--- config.mk ---
export PLATFORM = sky130hd
export DESIGN_NAME = four_motor_command_controller_flat
export DESIGN_NICKNAME = d
export VERILOG_FILES = /design/src/rtl/fmcc_pkg.sv /design/src/rtl/fmcc_if.sv /design/src/rtl/four_motor_command_controller.sv /design/src/rtl/fmcc_duty.sv /design/src/flat_wrapper.sv
export SDC_FILE = /design/constraint.sdc
export NUM_CORES = 2
export LEC_CHECK = 0
export BUFFER_PORTS_ARGS = -buffer_cell sky130_fd_sc_hd__buf_4
export CAP_MARGIN = 25
export CORE_ASPECT_RATIO = 0.7
export CORE_UTILIZATION = 45
export CTS_CLUSTER_DIAMETER = 60
export CTS_CLUSTER_SIZE = 8
export DETAILED_ROUTE_END_ITERATION = 12
export PLACE_DENSITY = 0.71
export SLEW_MARGIN = 20
export SYNTH_ARGS = -nofsm -noshare
export SYNTH_HDL_FRONTEND = slang
export SYNTH_SLANG_ARGS = --single-unit
--- constraint.sdc ---
create_clock -name clk -period 14.65 [get_ports clk]
set_input_delay 1.465 -clock clk [delete_from_list [all_inputs] [get_ports clk]]
set_output_delay 1.465 -clock clk [all_outputs]
set_load 0.1 [all_outputs]
--- src/rtl/fmcc_pkg.sv ---
// ----------------------------------------------------------------------------
// fmcc_pkg
// Shared widths, command and duty action codes, and types of the four-motor
// command controller.
// ----------------------------------------------------------------------------
package fmcc_pkg;

  // motor count and field widths
  localparam int MOTOR_COUNT = 4;
  localparam int OP_W        = 3;
  localparam int MOT_W       = 2;
  localparam int SPD_W       = 8;
  localparam int DUTY_W      = 16;
  localparam int MASK_W      = 4;

  // compare arithmetic widths: top+1 = 100*int + frac
  localparam int INT_W   = 10;
  localparam int FRAC_W  = 7;
  localparam int INV_W   = 7;
  localparam int HI_W    = DUTY_W + 1;
  localparam int LO_W    = 14;
  localparam int RECIP_W = 13;
  localparam int CFG_N_W = DUTY_W + 1;

  // command codes
  localparam logic [OP_W-1:0] OP_START  = 3'd0;
  localparam logic [OP_W-1:0] OP_STOP   = 3'd1;
  localparam logic [OP_W-1:0] OP_SPEED  = 3'd2;
  localparam logic [OP_W-1:0] OP_SETDIR = 3'd3;
  localparam logic [OP_W-1:0] OP_REVERSE = 3'd4;
  localparam logic [OP_W-1:0] OP_ESTOP  = 3'd5;
  localparam logic [OP_W-1:0] OP_UNLOCK = 3'd6;

  // per-motor compare update actions
  localparam int DACT_W = 3;
  localparam logic [DACT_W-1:0] DUTY_KEEP  = 3'd0;
  localparam logic [DACT_W-1:0] DUTY_ZERO  = 3'd1;
  localparam logic [DACT_W-1:0] DUTY_TOP   = 3'd2;
  localparam logic [DACT_W-1:0] DUTY_SPD   = 3'd3;
  localparam logic [DACT_W-1:0] DUTY_START = 3'd4;

  // constants
  localparam logic [SPD_W-1:0]  START_SPEED    = 8'd70;
  localparam logic [INV_W-1:0]  START_INV      = 7'd30;
  localparam logic [INV_W-1:0]  FULL_PCT       = 7'd100;
  localparam logic [DUTY_W-1:0] TOP_RESET      = 16'd49;
  localparam logic [INT_W-1:0]  TOP_INT_RESET  = 10'd0;
  localparam logic [FRAC_W-1:0] TOP_FRAC_RESET = 7'd50;

  // reciprocals of 100: exact for n < 43690 and n < 91180
  localparam logic [RECIP_W-1:0] RECIP_LO    = 13'd5243;
  localparam int                 RECIP_LO_SH = 19;
  localparam logic [CFG_N_W-1:0] RECIP_CFG   = 17'd83887;
  localparam int                 RECIP_CFG_SH = 23;

  // one accepted command
  typedef struct packed {
    logic [OP_W-1:0]  opcode;
    logic [MOT_W-1:0] motor;
    logic             all_motors;
    logic [SPD_W-1:0] speed;
    logic             direction;
  } cmd_t;

  // compare update request from the command stage to the duty stage
  typedef struct packed {
    logic [MOTOR_COUNT-1:0][DACT_W-1:0] act;
    logic [HI_W-1:0]                    spd_hi;
    logic [LO_W-1:0]                    spd_lo;
    logic [HI_W-1:0]                    st_hi;
    logic [LO_W-1:0]                    st_lo;
  } duty_req_t;

endpackage

--- src/rtl/fmcc_if.sv ---
// ----------------------------------------------------------------------------
// fmcc_if
// Valid/ready channels of the four-motor command controller: command,
// result and configuration write.
// ----------------------------------------------------------------------------

// command channel
interface fmcc_cmd_if import fmcc_pkg::*; ();
  logic             valid;
  logic             ready;
  logic [OP_W-1:0]  opcode;
  logic [MOT_W-1:0] motor;
  logic             all_motors;
  logic [SPD_W-1:0] speed;
  logic             direction;

  modport source (output valid, opcode, motor, all_motors, speed, direction,
                  input ready);
  modport sink (input valid, opcode, motor, all_motors, speed, direction,
                output ready);
endinterface

// result channel
interface fmcc_res_if import fmcc_pkg::*; ();
  logic              valid;
  logic              ready;
  logic [DUTY_W-1:0] duty_a;
  logic [DUTY_W-1:0] duty_b;
  logic [DUTY_W-1:0] duty_c;
  logic [DUTY_W-1:0] duty_d;
  logic [MASK_W-1:0] drive_enable_mask;
  logic [MASK_W-1:0] reverse_pin_mask;
  logic [MASK_W-1:0] running_mask;
  logic              locked;

  modport source (output valid, duty_a, duty_b, duty_c, duty_d, drive_enable_mask,
                  reverse_pin_mask, running_mask, locked, input ready);
  modport sink (input valid, duty_a, duty_b, duty_c, duty_d, drive_enable_mask,
                reverse_pin_mask, running_mask, locked, output ready);
endinterface

// configuration write channel
interface fmcc_cfg_if import fmcc_pkg::*; ();
  logic              valid;
  logic              ready;
  logic [DUTY_W-1:0] data;

  modport source (output valid, data, input ready);
  modport sink (input valid, data, output ready);
endinterface

--- src/rtl/four_motor_command_controller.sv ---
// ----------------------------------------------------------------------------
// four_motor_command_controller
// Four-motor command decoder with lock, per-motor speed, direction, pin state
// and PWM compare values.
// ----------------------------------------------------------------------------
// path: command beat to result valid through the command register, the
//   partial product register, and the compare and result register
// throughput: one command per cycle; a stalled result beat holds the whole pipe
// reset: synchronous, all motors stopped, compares and period top 49, unlocked
// configuration write takes effect at once, cfg ready is always high
module four_motor_command_controller import fmcc_pkg::*; (
  input  logic        clk,
  input  logic        rst_n,
  fmcc_cmd_if.sink    in_cmd,
  fmcc_res_if.source  out_res,
  fmcc_cfg_if.sink    cfg_wr
);

  // pipe control
  logic adv;
  logic v1_r;
  logic v2_r;
  logic out_valid_r;

  // stage 1 command register
  cmd_t cmd_r;

  // configuration: top and its split top+1 = 100*int + frac
  logic [DUTY_W-1:0]           top_r;
  logic [INT_W-1:0]            top_int_r;
  logic [FRAC_W-1:0]           top_frac_r;
  logic [CFG_N_W-1:0]          cfg_n;
  logic [2*CFG_N_W-1:0]        cfg_prod;
  logic [INT_W-1:0]            cfg_int;
  logic [CFG_N_W-1:0]          cfg_rem;

  // motor state
  logic [MOTOR_COUNT-1:0][SPD_W-1:0] spd_r;
  logic [MOTOR_COUNT-1:0][SPD_W-1:0] spd_nxt;
  logic [MOTOR_COUNT-1:0]            run_r;
  logic [MOTOR_COUNT-1:0]            run_nxt;
  logic [MOTOR_COUNT-1:0]            dir_r;
  logic [MOTOR_COUNT-1:0]            dir_nxt;
  logic [MOTOR_COUNT-1:0]            en_r;
  logic [MOTOR_COUNT-1:0]            en_nxt;
  logic [MOTOR_COUNT-1:0]            rev_r;
  logic [MOTOR_COUNT-1:0]            rev_nxt;
  logic                              lock_r;
  logic                              lock_nxt;

  // stage 2 registers
  duty_req_t                req_nxt;
  duty_req_t                req_r;
  logic [MOTOR_COUNT-1:0]   s2_en_r;
  logic [MOTOR_COUNT-1:0]   s2_rev_r;
  logic [MOTOR_COUNT-1:0]   s2_run_r;
  logic                     s2_lock_r;

  // result registers
  logic [MOTOR_COUNT-1:0]   o_en_r;
  logic [MOTOR_COUNT-1:0]   o_rev_r;
  logic [MOTOR_COUNT-1:0]   o_run_r;
  logic                     o_lock_r;

  logic [MOTOR_COUNT-1:0][DUTY_W-1:0] duty;
  logic [INV_W-1:0]                   inv;

  // whole pipe moves unless a result beat is stalled
  assign adv          = !out_valid_r || out_res.ready;
  assign in_cmd.ready = adv;
  assign cfg_wr.ready = 1'b1;

  // split of the written top: int = (top+1)/100 by reciprocal
  assign cfg_n    = {1'b0, cfg_wr.data} + CFG_N_W'(1);
  assign cfg_prod = (2*CFG_N_W)'(cfg_n) * (2*CFG_N_W)'(RECIP_CFG);
  assign cfg_int  = cfg_prod[RECIP_CFG_SH +: INT_W];
  assign cfg_rem  = cfg_n - CFG_N_W'(CFG_N_W'(cfg_int) * CFG_N_W'(FULL_PCT));

  always_ff @(posedge clk) begin
    if (!rst_n) begin
      top_r      <= TOP_RESET;
      top_int_r  <= TOP_INT_RESET;
      top_frac_r <= TOP_FRAC_RESET;
    end else if (cfg_wr.valid) begin
      top_r      <= cfg_wr.data;
      top_int_r  <= cfg_int;
      top_frac_r <= cfg_rem[FRAC_W-1:0];
    end
  end

  // inverse percent of the requested speed, clamped at 100
  assign inv = (cmd_r.speed > SPD_W'(FULL_PCT)) ? '0
             : FULL_PCT - cmd_r.speed[INV_W-1:0];

  // command decode and motor state update
  always_comb begin
    logic hit_one;
    logic hit_any;
    logic new_dir;
    spd_nxt  = spd_r;
    run_nxt  = run_r;
    dir_nxt  = dir_r;
    en_nxt   = en_r;
    rev_nxt  = rev_r;
    lock_nxt = lock_r;
    new_dir  = 1'b0;
    req_nxt.spd_hi = HI_W'(inv) * HI_W'(top_int_r);
    req_nxt.spd_lo = LO_W'(inv) * LO_W'(top_frac_r);
    req_nxt.st_hi  = HI_W'(START_INV) * HI_W'(top_int_r);
    req_nxt.st_lo  = LO_W'(START_INV) * LO_W'(top_frac_r);
    if (cmd_r.opcode == OP_ESTOP) begin
      lock_nxt = 1'b1;
    end else if (cmd_r.opcode == OP_UNLOCK) begin
      lock_nxt = 1'b0;
    end
    for (int m = 0; m < MOTOR_COUNT; m++) begin
      req_nxt.act[m] = DUTY_KEEP;
      hit_one = (cmd_r.motor == MOT_W'(m));
      hit_any = hit_one || cmd_r.all_motors;
      unique case (cmd_r.opcode) inside
        OP_ESTOP: begin
          spd_nxt[m]     = '0;
          run_nxt[m]     = 1'b0;
          en_nxt[m]      = 1'b0;
          req_nxt.act[m] = DUTY_ZERO;
        end
        OP_UNLOCK: begin
          spd_nxt[m]     = '0;
          run_nxt[m]     = 1'b0;
          en_nxt[m]      = 1'b0;
          req_nxt.act[m] = DUTY_TOP;
        end
        OP_START: begin
          if (!lock_r && hit_any) begin
            run_nxt[m] = 1'b1;
            en_nxt[m]  = 1'b1;
            rev_nxt[m] = !dir_r[m];
            if (spd_r[m] == '0) begin
              spd_nxt[m]     = START_SPEED;
              req_nxt.act[m] = DUTY_START;
            end
          end
        end
        OP_STOP: begin
          if (!lock_r && hit_any) begin
            spd_nxt[m]     = '0;
            run_nxt[m]     = 1'b0;
            en_nxt[m]      = 1'b0;
            req_nxt.act[m] = DUTY_TOP;
          end
        end
        OP_SPEED: begin
          if (!lock_r && hit_any) begin
            spd_nxt[m]     = cmd_r.speed;
            run_nxt[m]     = (cmd_r.speed != '0);
            en_nxt[m]      = (cmd_r.speed != '0);
            req_nxt.act[m] = DUTY_SPD;
            if (cmd_r.speed != '0) begin
              rev_nxt[m] = !dir_r[m];
            end
          end
        end
        OP_SETDIR, OP_REVERSE: begin
          if (!lock_r && hit_one) begin
            new_dir    = (cmd_r.opcode == OP_SETDIR) ? cmd_r.direction : !dir_r[m];
            dir_nxt[m] = new_dir;
            // pins follow only for a running motor
            if (run_r[m]) begin
              en_nxt[m] = (spd_r[m] != '0);
              if (spd_r[m] != '0) begin
                rev_nxt[m] = !new_dir;
              end
            end
          end
        end
        default: begin
          req_nxt.act[m] = DUTY_KEEP;
        end
      endcase
    end
  end

  // pipe valids and control state
  always_ff @(posedge clk) begin
    if (!rst_n) begin
      v1_r        <= 1'b0;
      v2_r        <= 1'b0;
      out_valid_r <= 1'b0;
      spd_r       <= '0;
      run_r       <= '0;
      dir_r       <= '0;
      en_r        <= '0;
      rev_r       <= '0;
      lock_r      <= 1'b0;
    end else if (adv) begin
      v1_r        <= in_cmd.valid;
      v2_r        <= v1_r;
      out_valid_r <= v2_r;
      if (v1_r) begin
        spd_r  <= spd_nxt;
        run_r  <= run_nxt;
        dir_r  <= dir_nxt;
        en_r   <= en_nxt;
        rev_r  <= rev_nxt;
        lock_r <= lock_nxt;
      end
    end
  end

  // payload registers
  always_ff @(posedge clk) begin
    if (adv) begin
      cmd_r.opcode     <= in_cmd.opcode;
      cmd_r.motor      <= in_cmd.motor;
      cmd_r.all_motors <= in_cmd.all_motors;
      cmd_r.speed      <= in_cmd.speed;
      cmd_r.direction  <= in_cmd.direction;
      req_r            <= req_nxt;
      s2_en_r          <= en_nxt;
      s2_rev_r         <= rev_nxt;
      s2_run_r         <= run_nxt;
      s2_lock_r        <= lock_nxt;
      o_en_r           <= s2_en_r;
      o_rev_r          <= s2_rev_r;
      o_run_r          <= s2_run_r;
      o_lock_r         <= s2_lock_r;
    end
  end

  // compare finish and store
  fmcc_duty u_duty (
    .clk    (clk),
    .rst_n  (rst_n),
    .upd_en (adv && v2_r),
    .req    (req_r),
    .top    (top_r),
    .duty   (duty)
  );

  // result beat
  assign out_res.valid             = out_valid_r;
  assign out_res.duty_a            = duty[0];
  assign out_res.duty_b            = duty[1];
  assign out_res.duty_c            = duty[2];
  assign out_res.duty_d            = duty[3];
  assign out_res.drive_enable_mask = MASK_W'(o_en_r);
  assign out_res.reverse_pin_mask  = MASK_W'(o_rev_r);
  assign out_res.running_mask      = MASK_W'(o_run_r);
  assign out_res.locked            = o_lock_r;

  // emergency stop always leaves the lock set
  a_estop_locks: assert property (@(posedge clk) disable iff (!rst_n)
    (adv && v1_r && cmd_r.opcode == OP_ESTOP) |=> lock_r)
    else $error("lock not set after emergency stop");

  // no motor is powered while locked
  a_locked_no_drive: assert property (@(posedge clk) disable iff (!rst_n)
    lock_r |-> (en_r == '0))
    else $error("motor powered while locked");

  // a powered motor is always marked running
  a_en_needs_run: assert property (@(posedge clk) disable iff (!rst_n)
    ((en_r & ~run_r) == '0))
    else $error("motor powered but not running");

  // state only moves with a command in stage 1
  a_state_hold: assert property (@(posedge clk) disable iff (!rst_n)
    !(adv && v1_r) |=> ($stable(run_r) && $stable(spd_r) && $stable(lock_r)))
    else $error("motor state changed without a command");

endmodule

--- src/rtl/fmcc_duty.sv ---
// ----------------------------------------------------------------------------
// fmcc_duty
// Compare value store: finishes the divide by 100 of the partial products
// and applies the per-motor compare update of one command.
// ----------------------------------------------------------------------------
module fmcc_duty import fmcc_pkg::*; (
  input  logic                               clk,
  input  logic                               rst_n,
  input  logic                               upd_en,
  input  duty_req_t                          req,
  input  logic [DUTY_W-1:0]                  top,
  output logic [MOTOR_COUNT-1:0][DUTY_W-1:0] duty
);

  logic [MOTOR_COUNT-1:0][DUTY_W-1:0] duty_r;
  logic [MOTOR_COUNT-1:0][DUTY_W-1:0] duty_nxt;
  logic [DUTY_W-1:0]                  spd_cmp;
  logic [DUTY_W-1:0]                  st_cmp;

  // q = hi + lo/100, then q-1 floored at 0 and limited to top
  function automatic logic [DUTY_W-1:0] finish_cmp(input logic [HI_W-1:0]   hi,
                                                   input logic [LO_W-1:0]   lo,
                                                   input logic [DUTY_W-1:0] lim);
    logic [LO_W+RECIP_W-1:0] prod;
    logic [HI_W-1:0]         q;
    logic [HI_W-1:0]         qm1;
    prod = (LO_W+RECIP_W)'(lo) * (LO_W+RECIP_W)'(RECIP_LO);
    q    = hi + HI_W'(prod >> RECIP_LO_SH);
    qm1  = (q == '0) ? '0 : q - HI_W'(1);
    if (qm1 > {1'b0, lim}) begin
      finish_cmp = lim;
    end else begin
      finish_cmp = qm1[DUTY_W-1:0];
    end
  endfunction

  assign spd_cmp = finish_cmp(req.spd_hi, req.spd_lo, top);
  assign st_cmp  = finish_cmp(req.st_hi, req.st_lo, top);

  // per-motor update select
  always_comb begin
    for (int m = 0; m < MOTOR_COUNT; m++) begin
      unique case (req.act[m])
        DUTY_KEEP:  duty_nxt[m] = duty_r[m];
        DUTY_ZERO:  duty_nxt[m] = '0;
        DUTY_TOP:   duty_nxt[m] = top;
        DUTY_SPD:   duty_nxt[m] = spd_cmp;
        DUTY_START: duty_nxt[m] = st_cmp;
        default:    duty_nxt[m] = duty_r[m];
      endcase
    end
  end

  // compare store
  always_ff @(posedge clk) begin
    if (!rst_n) begin
      for (int m = 0; m < MOTOR_COUNT; m++) begin
        duty_r[m] <= TOP_RESET;
      end
    end else if (upd_en) begin
      duty_r <= duty_nxt;
    end
  end

  assign duty = duty_r;

endmodule

--- src/flat_wrapper.sv ---
// flat-port wrapper written by rule: the top's interface ports become plain ports
module four_motor_command_controller_flat import fmcc_pkg::*;
  (clk, rst_n, in_cmd_valid, in_cmd_opcode, in_cmd_motor, in_cmd_all_motors, in_cmd_speed, in_cmd_direction, in_cmd_ready, out_res_valid, out_res_duty_a, out_res_duty_b, out_res_duty_c, out_res_duty_d, out_res_drive_enable_mask, out_res_reverse_pin_mask, out_res_running_mask, out_res_locked, out_res_ready, cfg_wr_valid, cfg_wr_data, cfg_wr_ready);
  fmcc_cmd_if in_cmd_i ();
  fmcc_res_if out_res_i ();
  fmcc_cfg_if cfg_wr_i ();
  input  logic clk;
  input  logic rst_n;
  input wire logic [$bits(in_cmd_i.valid)-1:0] in_cmd_valid;
  input wire logic [$bits(in_cmd_i.opcode)-1:0] in_cmd_opcode;
  input wire logic [$bits(in_cmd_i.motor)-1:0] in_cmd_motor;
  input wire logic [$bits(in_cmd_i.all_motors)-1:0] in_cmd_all_motors;
  input wire logic [$bits(in_cmd_i.speed)-1:0] in_cmd_speed;
  input wire logic [$bits(in_cmd_i.direction)-1:0] in_cmd_direction;
  output wire logic [$bits(in_cmd_i.ready)-1:0] in_cmd_ready;
  output wire logic [$bits(out_res_i.valid)-1:0] out_res_valid;
  output wire logic [$bits(out_res_i.duty_a)-1:0] out_res_duty_a;
  output wire logic [$bits(out_res_i.duty_b)-1:0] out_res_duty_b;
  output wire logic [$bits(out_res_i.duty_c)-1:0] out_res_duty_c;
  output wire logic [$bits(out_res_i.duty_d)-1:0] out_res_duty_d;
  output wire logic [$bits(out_res_i.drive_enable_mask)-1:0] out_res_drive_enable_mask;
  output wire logic [$bits(out_res_i.reverse_pin_mask)-1:0] out_res_reverse_pin_mask;
  output wire logic [$bits(out_res_i.running_mask)-1:0] out_res_running_mask;
  output wire logic [$bits(out_res_i.locked)-1:0] out_res_locked;
  input wire logic [$bits(out_res_i.ready)-1:0] out_res_ready;
  input wire logic [$bits(cfg_wr_i.valid)-1:0] cfg_wr_valid;
  input wire logic [$bits(cfg_wr_i.data)-1:0] cfg_wr_data;
  output wire logic [$bits(cfg_wr_i.ready)-1:0] cfg_wr_ready;
  assign in_cmd_i.valid = in_cmd_valid;
  assign in_cmd_i.opcode = in_cmd_opcode;
  assign in_cmd_i.motor = in_cmd_motor;
  assign in_cmd_i.all_motors = in_cmd_all_motors;
  assign in_cmd_i.speed = in_cmd_speed;
  assign in_cmd_i.direction = in_cmd_direction;
  assign in_cmd_ready = in_cmd_i.ready;
  assign out_res_valid = out_res_i.valid;
  assign out_res_duty_a = out_res_i.duty_a;
  assign out_res_duty_b = out_res_i.duty_b;
  assign out_res_duty_c = out_res_i.duty_c;
  assign out_res_duty_d = out_res_i.duty_d;
  assign out_res_drive_enable_mask = out_res_i.drive_enable_mask;
  assign out_res_reverse_pin_mask = out_res_i.reverse_pin_mask;
  assign out_res_running_mask = out_res_i.running_mask;
  assign out_res_locked = out_res_i.locked;
  assign out_res_i.ready = out_res_ready;
  assign cfg_wr_i.valid = cfg_wr_valid;
  assign cfg_wr_i.data = cfg_wr_data;
  assign cfg_wr_ready = cfg_wr_i.ready;
  four_motor_command_controller u_core (.clk(clk), .rst_n(rst_n), .in_cmd(in_cmd_i), .out_res(out_res_i), .cfg_wr(cfg_wr_i));
endmodule
Word-level counts from Yosys, hierarchy flattened
Cells that the tools add are included.
{ "totals": {"regBits": 258} }
{ "op_classes": {"n_addsub": 7, "multipliers": 8, "n_lt_le_gt_ge": 3, "n_eq_ne": 41, "muxes": 123, "reduce_logical": 57} }
{ "ops": {"columns": ["cell", "n"], "rows": [
  ["16-bit case mux with 4 select lines", 4],
  ["8-bit two-way mux", 16],
  ["8-bit case mux with 4 select lines", 4],
  ["1-bit two-way mux", 62],
  ["3-bit case mux with 5 select lines", 4],
  ["8-bit nonzero test", 5],
  ["17-bit by 16-bit > comparator with 1-bit output", 2],
  ["17-bit logical NOT", 2],
  ["17-bit two-way mux", 2],
  ["17-bit by 17-bit multiplier with 33-bit output, second input constant", 1],
  ["8-bit logical NOT", 4],
  ["16-bit two-way mux", 2],
  ["3-bit by 2-bit == test with 1-bit output, second input constant", 10],
  ["7-bit AND reduction", 4],
  ["14-bit by 13-bit multiplier with 27-bit output, second input constant", 1],
  ["11-bit by 13-bit multiplier with 24-bit output, second input constant", 1],
  ["3-bit two-way mux", 8],
  ["3-bit == test, second input constant", 7],
  ["1-bit case mux with 5 select lines", 4],
  ["4-bit nonzero test", 5],
  ["2-bit inequality test, second input constant", 9],
  ["16-bit by 1-bit adder with 17-bit output, second input constant", 1],
  ["17-bit by 8-bit adder with 17-bit output", 1],
  ["7-bit by 10-bit multiplier with 17-bit output", 1],
  ["26 further kinds", 79]
]} }

Depth between registers and ports, before layout
{ "depth": {"word_depth": 7, "depth_mapped": 45, "mapped_depth_nobuf": 42} }

By module
From an unflattened synthesis, not the netlist that was laid out.
{ "unflattened": {"cells_unflattened": 3293, "area_unflattened_um2": 31620.3} }
{ "modules_own_cells": {"columns": ["mod", "instances", "cells_each", "area_each_um2"], "rows": [
  ["four_motor_command_controller", 1, 1869, 18755.5],
  ["fmcc_duty", 1, 1424, 12864.8]
]} }

Least setup slack after synthesis
OpenSTA, ideal clock, no wires.
{ "synth_path": {"kind": "reg2reg", "startpoint": "reg u_core.req_r[40] (netlist name)", "endpoint": "reg u_core.u_duty.duty_r, in the netlist u_core.u_duty.duty[4]", "t_arrival_ns": 9.707, "path_slack_ns": 4.875, "path_stages_with_launch": 44, "period_less_slack_ns": 9.775, "cell_sequence": "edfxtp_1 fa_1 ha_1 inv_1 fa_1 inv_1 fa_1 inv_1 fa_1 inv_1 ha_1 a21o_1 a21o_1 a21oi_1 o21ai_0 o21a_1 o41ai_1 o211a_1 [8 not listed] nor4_1 and2_1 buf_2 buf_2 nor2_1 ha_1 nor2b_1 o21a_1 o21ai_0 a21oi_1 o21a_1 o2bb2ai_1 or3_1 buf_2 buf_6 a2111o_1 o2111a_1 o21ai_2"} }
{ "synth_via": {"elab_chain_len": 7, "word_cells_on_any_way": 8, "cone_classes": "2 x add/sub; 1 x mul; 1 x order compare; 3 x mux; 1 x reduce/logical"} }
{ "synth_rtl": {"columns": ["item", "line_no", "source"], "rows": [
  ["from (decl)", "four_motor_command_controller.sv:53", "duty_req_t req_r;"],
  ["from (signal assigned)", "four_motor_command_controller.sv:218", "req_r <= req_nxt;"],
  ["14-bit by 13-bit multiplier with 27-bit output (*)", "fmcc_duty.sv:27", "prod = (LO_W+RECIP_W)'(lo) * (LO_W+RECIP_W)'(RECIP_LO);"],
  ["17-bit by 8-bit adder with 17-bit output (*)", "fmcc_duty.sv:28", "q = hi + HI_W'(prod >> RECIP_LO_SH);"],
  ["17-bit by 1-bit subtractor with 17-bit output / 17-bit logical NOT (equally long branches)", "fmcc_duty.sv:29", "qm1 = (q == '0) ? '0 : q - HI_W'(1);"],
  ["17-bit two-way mux (*)", "fmcc_duty.sv:29", null],
  ["17-bit by 16-bit > comparator with 1-bit output", "fmcc_duty.sv:30", "if (qm1 > {1'b0, lim}) begin"],
  ["16-bit two-way mux (*)", "fmcc_duty.sv:30", null],
  ["16-bit case mux with 4 select lines (*)", "fmcc_duty.sv:43", "unique case (req.act[m])"],
  ["to (signal assigned)", "fmcc_duty.sv:61", "duty_r <= duty_nxt;"],
  ["to (decl)", "fmcc_duty.sv:15", "logic [MOTOR_COUNT-1:0][DUTY_W-1:0] duty_r;"]
]} }
Mark *: on every way between the ends. The rest lies on a longest branch, timed or not.
A chain may end at the register's enable or synchronous reset.

Worst setup path in the final report
{ "layout_path": {"startpoint": "reg u_core.req_r[42] (netlist name)", "endpoint": "reg u_core.u_duty.duty_r, in the netlist u_core.u_duty.duty[24]"} }
The elaborated chain is that of the path after synthesis.

==> impl_metrics.ini <==
[layout]
n_fill_cell = 6279
net_total_in_the_final_layout = 4208
multiInputGateArea_mm2 = 0.0227
regArea_mm2 = 0.00626
share_of_final_layout_standard_cells_stronger_than_drive_strength_1 = 0.0744
area_growth_syn_to_layout_pct = 9.35

[worst_hold_path]
worstHoldEndpoint = u_core.out_res.running_mask[0]
min-delay-start = u_core.s2_run_r[0]
worstHoldPathType = flop to flop
worst_hold_path.num_cells = 0

[floorplan]
std_cell_rows = 80
core_mm2 = 0.0684
dieArea_mm2 = 0.0704
floorplan.die.width_um = 317
io_pins = 116
initial_core_util = 0.457
dieHeight_um = 222

[critical_path]
critical_path.max_stage_delay_ns = 0.65
reg2reg_slack_ns = 2.94
cp_max_fo = 17
worst_setup_path_start_kind = flop
worst_ep_arrival_time_ns = 12.16
critical-path-top-cell-by-count = a21oi_1
timing.rr.start = u_core.req_r[42]
slowest_stage = and2_1
worst_path_required_ns = 15.10
worstReg2RegEnd = u_core.u_duty.duty[24]
worst-setup-path-type = flop to flop
reg2reg_depth = 40
setup.worst_path.end_class = flop

[synth]
share_of_yosys_cell_area_claimed_by_the_top_area_cell_type = 0.202
synth_cell_types = 97
syn_area_per_cell_um2 = 9.46
yosysSeqAreaShare = 0.200
dominantRegCellSynth = dfxtp_1
mappedNetlistNets = 4129
synth.largest_area_cell = fa_1
synth_edf_count = 109
syn_inst = 3299
netlist_top_cells_area = fa_1 20%, ha_1 19%, edfxtp_1 10%, dfxtp_1 9.6%, inv_1 5.6%
synth-async-reset-ratio = 0
mappedNetlistArea_mm2 = 0.0312
synth.yosys.warnings = 0
synth_register_bits = 258

[routing]
detail-route-antenna-nets = 0
top_layer = met5
detailroute.wirelength.met2_mm = 32.7
via_per_inst = 5.66
detailedRoute.firstPassIterationCount = 7
drcViolationCount = 0
routed_wl_mm = 82.0
wire_per_inst_um = 19.1
routed-wl-met3_mm = 8.20
route.vias.total = 24300
detail_route.iter0.violations = 2193
detail_route.wirelength.met1_mm = 40.0

[sta]
tns_ns = 0
setup_viol_count_final = 0
holdWs_ns = 0.419
slew-limit-headroom = 0.296
setup_ws_ns = 2.94
final-max-slew-violation-count = 0
final.min_clock_period_ns = 11.71
final_hold_viol_count = 0
max_freq_ghz = 0.0854
grt_setup_unrepaired = no
clock_skew_ns = 0.0322
layout_worst_path_cycle_share = 0.799
worst_pin_slew_ns = 1.05

[clocking]
cts.reportedPaths.clkPinSlew_ns = 0.05
tritoncts = yes
cts.htree.levels = 2
clockBufferDepth = 3
cts.sink_count = 258
cts_setup_buffers = 0
worst_skew_pair.late_latency_ns = 0.55
clock_tree.root_cell = clkbuf_16
post_cts.resized_instances = 0
holdBufCountCts = 0
tritoncts.num_buffers = 39

[global_routing]
grt_overflow_total = 0
grt_antenna_before_repair = 1
global_route_wire_length_before_repair_mm = 132
global_route.usage.total = 0.235
via_count_of_the_first_global_routing_pass = 23700
grt_start_max_net_pins = 89

[place]
gp_congestion = 0.954
place.port_buffers = 114
dpl_worst_slack_ns = 2.68
hpwlAfterDp_mm = 65.8

[job]
max-cap-violations = 0

[run_status]
run_status = finished clean
state kept, by name, indices dropped and copies added, names as in the netlist, 4 cells and up:
register,count
u_core.s2_en_r,4
u_core.top_int_r,10
u_core.s2_rev_r,4
u_core.u_duty.duty,64
u_core.top_frac_r,7
u_core.top_r,16
u_core.out_res.drive_enable_mask,4
u_core.dir_r,4
u_core.out_res.reverse_pin_mask,4
u_core.out_res.running_mask,4
u_core.spd_r,32
u_core.run_r,4
u_core.s2_run_r,4
u_core.en_r,4
u_core.cmd_r,15
u_core.rev_r,4
u_core.req_r,68
stage by stage:
stage	util	instances	area, um2
finish	0.499	4302	34100
floorplan	-	3299	31200
detailed placement	0.483	4237	33000
global route	0.499	4301	34100
CTS	0.499	4299	34100
global placement	0.483	4235	33000
cell usage in the layout (no fill, tap or decap), drive strengths merged, types with 15 or more instances in the layout:
master and n:
ha 479, inv 467, fa 315, nand2 245, nor2 151, buf 151, dfxtp 149, a21oi 134
nor3 119, edfxtp 109, o21ai 103, xnor2 89, nor2b 74, mux2i 71, nand3 60, o211ai 59
clkbuf 58, and2 54, a21o 45, xor2 30, a31oi 29, o21a 27, and3 25, o21bai 24
nand4 23, a21boi 22, nor4 22, nand2b 18, or3 15
critical path, delay by kind of cell (launching register included):
family	cells	cell delay [ns]
AOI/OAI and AO/OA	19	4.39
adders and majority gates	8	3.40
and+or+nand+nor	8	2.75
DFF	1	0.59
buffers and inverters	5	0.46
how the worst max path moves through the flow:
stage                                   endpoint  cells after the start             start
after floorplan            u_core.u_duty.duty[4]                     43  u_core.req_r[40]
after global placement    u_core.u_duty.duty[20]                     37  u_core.req_r[35]
after detailed placement  u_core.u_duty.duty[52]                     39  u_core.req_r[42]
after CTS                 u_core.u_duty.duty[52]                     39  u_core.req_r[42]
after global routing      u_core.u_duty.duty[24]                     40  u_core.req_r[42]
final                     u_core.u_duty.duty[24]                     40  u_core.req_r[42]
metal layers:
layer  track usage  vias to the layer above
li1              -                    11600
met1         0.370                    11600
met2         0.327                     1024
met3        0.0543                      103
met4        0.0337                        2
met5             0                        -
synth_stat cells, types with 8 or more instances:
cell / instances
a2111o_1: 8
a211oi_1: 10
a21boi_0: 22
a21o_1: 45
a21oi_1: 132
a221o_1: 8
a311oi_1: 11
a31oi_1: 29
and2_1: 54
and3_1: 25
buf_1: 8
buf_2: 19
clkbuf_1: 83
clkinv_1: 8
dfxtp_1: 149
edfxtp_1: 109
fa_1: 315
ha_1: 479
inv_1: 463
mux2_2: 12
mux2i_1: 71
nand2_1: 245
nand2b_1: 18
nand3_1: 60
nand4_1: 22
nor2_1: 150
nor2b_1: 74
nor3_1: 118
nor3b_1: 13
nor4_1: 17
o2111a_1: 14
o211a_1: 8
o211ai_1: 57
o21a_1: 27
o21ai_0: 91
o21ai_1: 10
o21bai_1: 23
o31ai_1: 14
or2_2: 9
or3_1: 15
xnor2_1: 88
xor2_1: 30
logic make-up after synthesis:
| logic type | synth area share |
|---|---|
| DFF | 0.200 |
| AOI/OAI and AO/OA | 0.134 |
| xor gates and xnor gates | 0.0343 |
| buffers and inverters | 0.0721 |
| muxes | 0.0271 |
| adders and majority gates | 0.394 |
| and+or+nand+nor | 0.137 |
| other | 0.000120 |
cell type report:
cell class | count | share of cell area
flip-flops and latches | 258 | 0.183
well taps | 902 | 0.0331
clock inverters | 6 | 0.00205
multi-input cells | 2455 | 0.666
diodes | 1 | 0.0000733
inverters | 471 | 0.0519
repair buffers | 153 | 0.0336
clock buffers | 56 | 0.0305
Power is left out: the tool's default activity adds up to more than one toggle a clock period on the data nets, which glitch-free logic cannot reach.
